File: config.mk
export PLATFORM = sky130hd
export DESIGN_NAME = arq_sender_with_go_back_history
export DESIGN_NICKNAME = d
export VERILOG_FILES = /design/src/hdl/arqgb_pkg.sv /design/src/hdl/arq_sender_with_go_back_history.sv /design/src/hdl/arqgb_cell.sv
export SDC_FILE = /design/constraint.sdc
export NUM_CORES = 1
export LEC_CHECK = 0
export BUFFER_PORTS_ARGS = -buffer_cell sky130_fd_sc_hd__buf_4
export CAP_MARGIN = 20
export CORE_MARGIN = 3
export CORE_UTILIZATION = 60
export CTS_CLUSTER_DIAMETER = 50
export DETAILED_ROUTE_END_ITERATION = 7
export PLACE_DENSITY = 0.77
export SKIP_CTS_REPAIR_TIMING = 1
export SYNTH_ARGS = -nofsm -noshare
export SYNTH_HDL_FRONTEND = slang
export SYNTH_HIERARCHICAL = 1
export SYNTH_SLANG_ARGS = --single-unit
File: constraint.sdc
create_clock -name aclk -period 11.2 [get_ports aclk]
set_input_delay 0.56 -clock aclk [delete_from_list [all_inputs] [get_ports aclk]]
set_output_delay 0.56 -clock aclk [all_outputs]
set_load 0.05 [all_outputs]
File: src/hdl/arqgb_pkg.sv
// shared types and constants for the go-back arq sender
`timescale 1ns / 1ps
package arqgb_pkg;

    localparam int SEQ_W                 = 16;
    localparam int RETRY_W               = 5;
    localparam int CMD_W                 = 2;
    localparam int ACT_W                 = 2;
    localparam int HISTORY_DEPTH_DEFAULT = 16;

    localparam logic [RETRY_W-1:0] RETRY_LIMIT_RESET = 5'd5;
    localparam logic [RETRY_W-1:0] RETRY_MAX         = 5'd31;
    localparam logic [SEQ_W-1:0]   SEQ_RESET         = 16'd1;

    // event kinds on the input channel
    typedef enum logic [CMD_W-1:0] {
        CMD_SEND    = 2'd0,
        CMD_ACK     = 2'd1,
        CMD_NACK    = 2'd2,
        CMD_TIMEOUT = 2'd3
    } cmd_t;

    // result kinds on the output channel
    typedef enum logic [ACT_W-1:0] {
        ACT_NONE = 2'd0,
        ACT_TX   = 2'd1,
        ACT_DONE = 2'd2,
        ACT_FAIL = 2'd3
    } action_t;

    typedef enum logic {
        ST_IDLE   = 1'b0,
        ST_SEARCH = 1'b1
    } state_t;

    // search token handed from cell to cell
    typedef struct packed {
        logic             active;
        logic [SEQ_W-1:0] key;
    } tok_t;

endpackage

File: src/hdl/arq_sender_with_go_back_history.sv
// Stop-and-wait arq sender with nack go-back over a row of history cells.
// Send, ack, timeout and non-searching responses register their result, which
// shows in the cycle after the input transfer; a nack go-back walks the cell row
// one cell per cycle and registers its result once a slot matches or none does.
// Throughput: one event per cycle; a search or an untaken result holds off the input.
// Reset (aresetn low, synchronous) clears valid bits, pointers, counters; expected 1, limit 5.
`timescale 1ns / 1ps
module arq_sender_with_go_back_history
    import arqgb_pkg::*;
#(
    parameter int HISTORY_DEPTH = HISTORY_DEPTH_DEFAULT,
    parameter int SLOT_W        = $clog2(HISTORY_DEPTH),
    parameter int OUT_DW        = ((SEQ_W + 2 * SLOT_W + 7) / 8) * 8
) (
    input  logic               aclk,
    input  logic               aresetn,
    // input events
    input  logic               s_tvalid,
    output logic               s_tready,
    input  logic [SEQ_W-1:0]   s_tdata,   // [15:0] seq_in
    input  logic [CMD_W-1:0]   s_tuser,   // [1:0] command
    // results
    output logic               m_tvalid,
    input  logic               m_tready,
    output logic [OUT_DW-1:0]  m_tdata,   // tx_seq, payload_slot, record_slot, zero fill
    output logic [ACT_W-1:0]   m_tuser,   // [1:0] action
    // retry limit register
    input  logic               cfg_valid,
    output logic               cfg_ready,
    input  logic [RETRY_W-1:0] cfg_data
);

    state_t             state_reg, state_next;
    logic               busy_reg, busy_next;
    logic [SEQ_W-1:0]   exp_reg, exp_next;
    logic [RETRY_W-1:0] retries_reg, retries_next;
    logic [SLOT_W-1:0]  wp_reg, wp_next;
    logic [SLOT_W-1:0]  cur_reg, cur_next;
    logic [SEQ_W-1:0]   key_reg, key_next;
    logic               launch_reg, launch_next;
    logic [RETRY_W-1:0] limit_reg;

    logic               m_valid_reg;
    action_t            act_reg;
    logic [SEQ_W-1:0]   oseq_reg;
    logic [SLOT_W-1:0]  opay_reg, orec_reg;

    logic               accept;
    cmd_t               cmd;
    logic [SEQ_W-1:0]   seq_in;

    logic               out_load;
    action_t            out_act;
    logic [SEQ_W-1:0]   out_seq;
    logic [SLOT_W-1:0]  out_pay, out_rec;

    logic               wr_en;
    logic [SEQ_W-1:0]   wr_seq;
    logic [SLOT_W-1:0]  wp_inc;

    logic               retry_go;
    logic [SLOT_W-1:0]  retry_pay;
    logic [RETRY_W-1:0] r_base, r_cnt;
    logic [SEQ_W-1:0]   seq_eff;
    logic               tx_go;
    logic [SLOT_W-1:0]  tx_pay;

    tok_t                     tok_vec [0:HISTORY_DEPTH];
    logic [HISTORY_DEPTH-1:0] hit_vec;
    logic                     hit_any;
    logic                     miss;
    logic [SLOT_W-1:0]        hit_slot;

    assign accept    = s_tvalid && s_tready;
    assign cmd       = cmd_t'(s_tuser);
    assign seq_in    = s_tdata;
    assign s_tready  = (state_reg == ST_IDLE) && (!m_valid_reg || m_tready);
    assign cfg_ready = 1'b1;

    assign wp_inc = (wp_reg == SLOT_W'(HISTORY_DEPTH - 1)) ? '0 : wp_reg + 1'b1;

    // row of history cells, token enters at slot 0
    assign tok_vec[0].active = launch_reg;
    assign tok_vec[0].key    = key_reg;

    for (genvar i = 0; i < HISTORY_DEPTH; i++) begin : g_cell
        arqgb_cell u_cell (
            .aclk    (aclk),
            .aresetn (aresetn),
            .wr_en   (wr_en && (wp_reg == SLOT_W'(i))),
            .wr_seq  (wr_seq),
            .tok_in  (tok_vec[i]),
            .tok_out (tok_vec[i+1]),
            .hit     (hit_vec[i])
        );
    end

    assign hit_any = |hit_vec;
    assign miss    = tok_vec[HISTORY_DEPTH].active;

    // encode the matching slot
    always_comb begin
        hit_slot = '0;
        for (int i = 0; i < HISTORY_DEPTH; i++) begin
            if (hit_vec[i]) begin
                hit_slot = hit_slot | SLOT_W'(i);
            end
        end
    end

    // next state
    always_comb begin
        state_next = state_reg;
        case (state_reg)
            ST_IDLE: begin
                if (launch_next) begin
                    state_next = ST_SEARCH;
                end
            end
            ST_SEARCH: begin
                if (hit_any || miss) begin
                    state_next = ST_IDLE;
                end
            end
            default: state_next = ST_IDLE;
        endcase
    end

    // event decision, retry counting and transmission record
    always_comb begin
        busy_next    = busy_reg;
        exp_next     = exp_reg;
        retries_next = retries_reg;
        wp_next      = wp_reg;
        cur_next     = cur_reg;
        key_next     = key_reg;
        launch_next  = 1'b0;
        out_load     = 1'b0;
        out_act      = ACT_NONE;
        out_seq      = '0;
        out_pay      = '0;
        out_rec      = '0;
        wr_en        = 1'b0;
        wr_seq       = exp_reg;
        retry_go     = 1'b0;
        retry_pay    = cur_reg;
        r_base       = retries_reg;
        seq_eff      = exp_reg;
        tx_go        = 1'b0;
        tx_pay       = wp_reg;

        if (accept) begin
            out_load = 1'b1;
            case (cmd)
                CMD_SEND: begin
                    if (busy_reg) begin
                        out_act = ACT_NONE;
                    end else if (limit_reg == '0) begin
                        out_act = ACT_FAIL;
                        out_seq = exp_reg;
                    end else begin
                        busy_next    = 1'b1;
                        retries_next = '0;
                        tx_go        = 1'b1;
                        tx_pay       = wp_reg;
                    end
                end
                default: begin
                    if (!busy_reg) begin
                        out_act = ACT_NONE;
                    end else if (cmd == CMD_ACK && seq_in == exp_reg) begin
                        busy_next = 1'b0;
                        out_act   = ACT_DONE;
                        out_seq   = exp_reg;
                        exp_next  = exp_reg + 1'b1;
                    end else if (cmd == CMD_NACK && seq_in < exp_reg) begin
                        // walk the history for the lowest matching slot
                        out_load    = 1'b0;
                        launch_next = 1'b1;
                        key_next    = seq_in;
                    end else begin
                        retry_go = 1'b1;
                    end
                end
            endcase
        end else if (state_reg == ST_SEARCH) begin
            if (hit_any) begin
                out_load  = 1'b1;
                retry_go  = 1'b1;
                r_base    = '0;
                retry_pay = hit_slot;
                seq_eff   = key_reg;
                exp_next  = key_reg;
            end else if (miss) begin
                out_load = 1'b1;
                retry_go = 1'b1;
            end
        end

        // one more retry, saturating
        r_cnt = (r_base != RETRY_MAX) ? r_base + 1'b1 : r_base;
        if (retry_go) begin
            retries_next = r_cnt;
            if (r_cnt < limit_reg) begin
                tx_go  = 1'b1;
                tx_pay = retry_pay;
            end else begin
                busy_next = 1'b0;
                out_act   = ACT_FAIL;
                out_seq   = seq_eff;
            end
        end

        // record the transmission at the write pointer
        if (tx_go) begin
            wr_en    = 1'b1;
            wr_seq   = seq_eff;
            wp_next  = wp_inc;
            cur_next = wp_reg;
            out_act  = ACT_TX;
            out_seq  = seq_eff;
            out_pay  = tx_pay;
            out_rec  = wp_reg;
        end
    end

    // control registers
    always_ff @(posedge aclk) begin
        if (!aresetn) begin
            state_reg   <= ST_IDLE;
            busy_reg    <= 1'b0;
            exp_reg     <= SEQ_RESET;
            retries_reg <= '0;
            wp_reg      <= '0;
            cur_reg     <= '0;
            launch_reg  <= 1'b0;
            limit_reg   <= RETRY_LIMIT_RESET;
            m_valid_reg <= 1'b0;
        end else begin
            state_reg   <= state_next;
            busy_reg    <= busy_next;
            exp_reg     <= exp_next;
            retries_reg <= retries_next;
            wp_reg      <= wp_next;
            cur_reg     <= cur_next;
            launch_reg  <= launch_next;
            if (cfg_valid && cfg_ready) begin
                limit_reg <= cfg_data;
            end
            if (out_load) begin
                m_valid_reg <= 1'b1;
            end else if (m_tready) begin
                m_valid_reg <= 1'b0;
            end
        end
    end

    // payload registers
    always_ff @(posedge aclk) begin
        key_reg <= key_next;
        if (out_load) begin
            act_reg  <= out_act;
            oseq_reg <= out_seq;
            opay_reg <= out_pay;
            orec_reg <= out_rec;
        end
    end

    assign m_tvalid = m_valid_reg;
    assign m_tuser  = act_reg;
    assign m_tdata  = OUT_DW'({orec_reg, opay_reg, oseq_reg});

    // a search token matches in at most one cell
    a_hit_onehot: assert property (@(posedge aclk) disable iff (!aresetn)
        $onehot0(hit_vec))
        else $error("more than one history cell matched");

    // a result never overwrites one that was not taken
    a_no_overwrite: assert property (@(posedge aclk) disable iff (!aresetn)
        out_load |-> (!m_valid_reg || m_tready))
        else $error("result register overwritten");

    // a go-back search only runs while a packet is in flight
    a_search_busy: assert property (@(posedge aclk) disable iff (!aresetn)
        (state_reg == ST_SEARCH) |-> busy_reg)
        else $error("search while idle");

    // the write pointer stays inside the ring
    a_wp_range: assert property (@(posedge aclk) disable iff (!aresetn)
        wp_reg <= SLOT_W'(HISTORY_DEPTH - 1))
        else $error("write pointer out of range");

endmodule

File: src/hdl/arqgb_cell.sv
// one history slot: stored sequence number, valid bit and a search token stage
`timescale 1ns / 1ps
module arqgb_cell
    import arqgb_pkg::*;
(
    input  logic             aclk,
    input  logic             aresetn,
    input  logic             wr_en,
    input  logic [SEQ_W-1:0] wr_seq,
    input  tok_t             tok_in,
    output tok_t             tok_out,
    output logic             hit
);

    logic             valid_reg;
    logic             valid_next;
    logic [SEQ_W-1:0] seq_reg;
    logic [SEQ_W-1:0] seq_next;
    logic             tok_active_reg;
    logic [SEQ_W-1:0] tok_key_reg;
    tok_t             tok_next;

    // compare the passing token against this slot
    assign hit = tok_in.active && valid_reg && (seq_reg == tok_in.key);

    always_comb begin
        valid_next = valid_reg;
        seq_next   = seq_reg;
        if (wr_en) begin
            valid_next = 1'b1;
            seq_next   = wr_seq;
        end
        // a token that found its match stops here
        tok_next.active = tok_in.active && !hit;
        tok_next.key    = tok_in.key;
    end

    // control state
    always_ff @(posedge aclk) begin
        if (!aresetn) begin
            valid_reg      <= 1'b0;
            tok_active_reg <= 1'b0;
        end else begin
            valid_reg      <= valid_next;
            tok_active_reg <= tok_next.active;
        end
    end

    // payload
    always_ff @(posedge aclk) begin
        seq_reg     <= seq_next;
        tok_key_reg <= tok_next.key;
    end

    assign tok_out.active = tok_active_reg;
    assign tok_out.key    = tok_key_reg;

endmodule
==> results.cfg <==
[hold_path]
min_delay_path_depth = 1
hold_path.startpoint = s_tdata[0]
min_path_type = in -> reg
whs_endpoint = key_reg[0]

[drt]
drcViolationCount = 0
ant_nets = 0
vias = 11141
drt-total-wl_um = 37900
drt_iter0_drc = 663
viasPerCell = 5.55
drt_pass1_iterations = 5
wl_per_cell_um = 18.9

[pwr]
clkPwrFrac = 0.433
internal-power_uw = 3440
combPwrFrac = 0.021
vdd_drop_max_mv = 0.125
powerDensity_nw_per_um2 = 180
p_leak_uw = 0.00883
p_switching_uw = 850
pwr-share-seq = 0.546
switching_share = 0.198

[finish]
fin_util = 0.686
synthToLayoutAreaGrowth_pct = 12.6
largest_reg_flops = 256
seqCellArea_um2 = 15200
layout.nets = 1556
drive_above_1_share = 0.112
diodes = 0
fillCellCount = 2280
multi_input_area_um2 = 5620

[die]
dieHeight_um = 194
rows = 68
die_area_um2 = 37500
start_util = 0.610
core_region_area_um2 = 34600
io_pins = 57
die_x_um = 194

[sta]
skew_ps = 22.2
tns_ps = 0
timing.final.crit_share = 0.578
finalMaxSlewViolations = 0
whs_ps = 170
rsz0062_at_grt = no
relSlewSlack = 0.366
hold_viol = 0
period_needed_ps = 6480
worstMarginPinSlew_ps = 951
report.final.setup_viol = 0
fmax_ghz = 0.154

[worst_setup_path]
worstPathArrival_ps = 6670
rr_startpoint = key_reg[6]
r2r_end = g_cell[12].u_cell/seq_reg[3]
worstPathRequired_ps = 11390
crit_fanout = 33
end_kind = register
critPathLaunchType = register
rrSetupSlack_ps = 4720
r2r_cells = 19
crit_type = reg -> reg

[synthesis]
yosys_warnings = 6
syn-num-nets = 1475
avgSynthCellArea_um2 = 14.9
netlist_instances = 1421
netlist_area_um2 = 21100

[global_route]
grt_pass1_wl_um = 60900
grt_max_degree = 79
first_global_vias = 11542
grt-ovfl-total = 0
antenna_found_initial = 0
track_usage = 0.203

[placement]
port_buffers = 55
gp_congestion = 0.851
place_hpwl_um = 26100

[clocking]
clockBufferDepth = 3
cts_tree = built
clkSlewWorstSetupHoldPaths_ps = 60
clockRootBuffer = clkbuf_16
numClockSinks = 608
worstSkewPairLatency_ps = 590
htreeDepth = 2
cts_buffers = 57

[job]
drv_cap = 0

[outcome]
status = complete, no violations
-- worst max path at each step --
stage                                        from                            to  slack, ps
CTS                  g_cell[1].u_cell/seq_reg[14]  g_cell[11].u_cell/seq_reg[3]       4650
global route         g_cell[15].u_cell/seq_reg[0]   g_cell[4].u_cell/seq_reg[6]       4080
floorplan             g_cell[7].u_cell/seq_reg[0]   g_cell[3].u_cell/seq_reg[0]       5210
global placement     g_cell[15].u_cell/seq_reg[0]   g_cell[4].u_cell/seq_reg[5]       4870
detailed placement  g_cell[14].u_cell/seq_reg[14]  g_cell[13].u_cell/seq_reg[3]       4660
finish                                 key_reg[6]  g_cell[12].u_cell/seq_reg[3]       4720
-- cell usage in the layout (no fill, tap or decap), types with 7 or more instances in the layout --
cell       count
a211oi_1       7
a22o_1        14
xor2_1       194
clkbuf_16     58
inv_1         26
and2_1         9
buf_4         60
nand4_1       23
mux2_1         9
nor2_1        20
dfxtp_1      310
clkbuf_1      23
nand3_1       34
a21oi_1       27
ha_1          26
nor2b_1        9
nand2_1       60
and3_1        21
edfxtp_1     298
o21a_1        20
nor3_1        28
o311a_1       16
mux2i_1        7
xnor2_1       64
nor4_1        53
o21ai_0       32
clkbuf_8      11
a21boi_0       7
-- metal layers --
metal / part of all wire / global-route usage / routed length (um) / vias to the layer above
met5: 0 / 0 / 0 / -
met4: 0.023 / 0.0613 / 858 / 0
met3: 0.047 / 0.0322 / 1800 / 63
met2: 0.53 / 0.367 / 20000 / 294
met1: 0.40 / 0.253 / 15200 / 5468
li1: - / - / - / 5316
-- cell type report --
class,instances,share of cell area
clock buffer,91,0.0705
clock inverter,17,0.00732
inverter,26,0.00411
multi-input combinational,748,0.237
sequential,608,0.638
tap,455,0.0240
timing repair buffer,61,0.0195
-- per-stage QoR --
| step | total power, uW | cell area [um^2] | setup WS, ps | cells |
|---|---|---|---|---|
| floorplan | 2450 | 21100 | 5210 | 1421 |
| global placement | 2480 | 21900 | 4870 | 1897 |
| detailed placement | 2480 | 21900 | 4660 | 1897 |
| CTS | 4320 | 23700 | 4650 | 2005 |
| global route | 4420 | 23800 | 4080 | 2006 |
| finish | 4290 | 23800 | 4720 | 2006 |
-- critical path, stage by stage, from the launching register on --
cell and delay, ps:
edfxtp_1 510, xor2_1 210, nor4_1 340, nand2_1 200
nor3_1 370, nor4_4 130, nand4_2 150, nand2_1 510
and2_1 400, ha_1 220, nand4_1 220, nand2_1 90
mux2_2 280, ha_1 180, a21oi_1 190, nand4b_1 180
o32ai_4 370, nand2b_1 160, o31a_2 540, and3_1 810
-- power groups by stage --
stage               Sequential, uW  Clock, uW  Combinational (uW)
floorplan                     2400          0                41.5
global placement              2390          0                90.3
detailed placement            2390          0                92.0
CTS                           2340       1890                92.5
global route                  2340       1980                99.8
finish                        2340       1850                92.2
(Power assumes the default switching activity.)
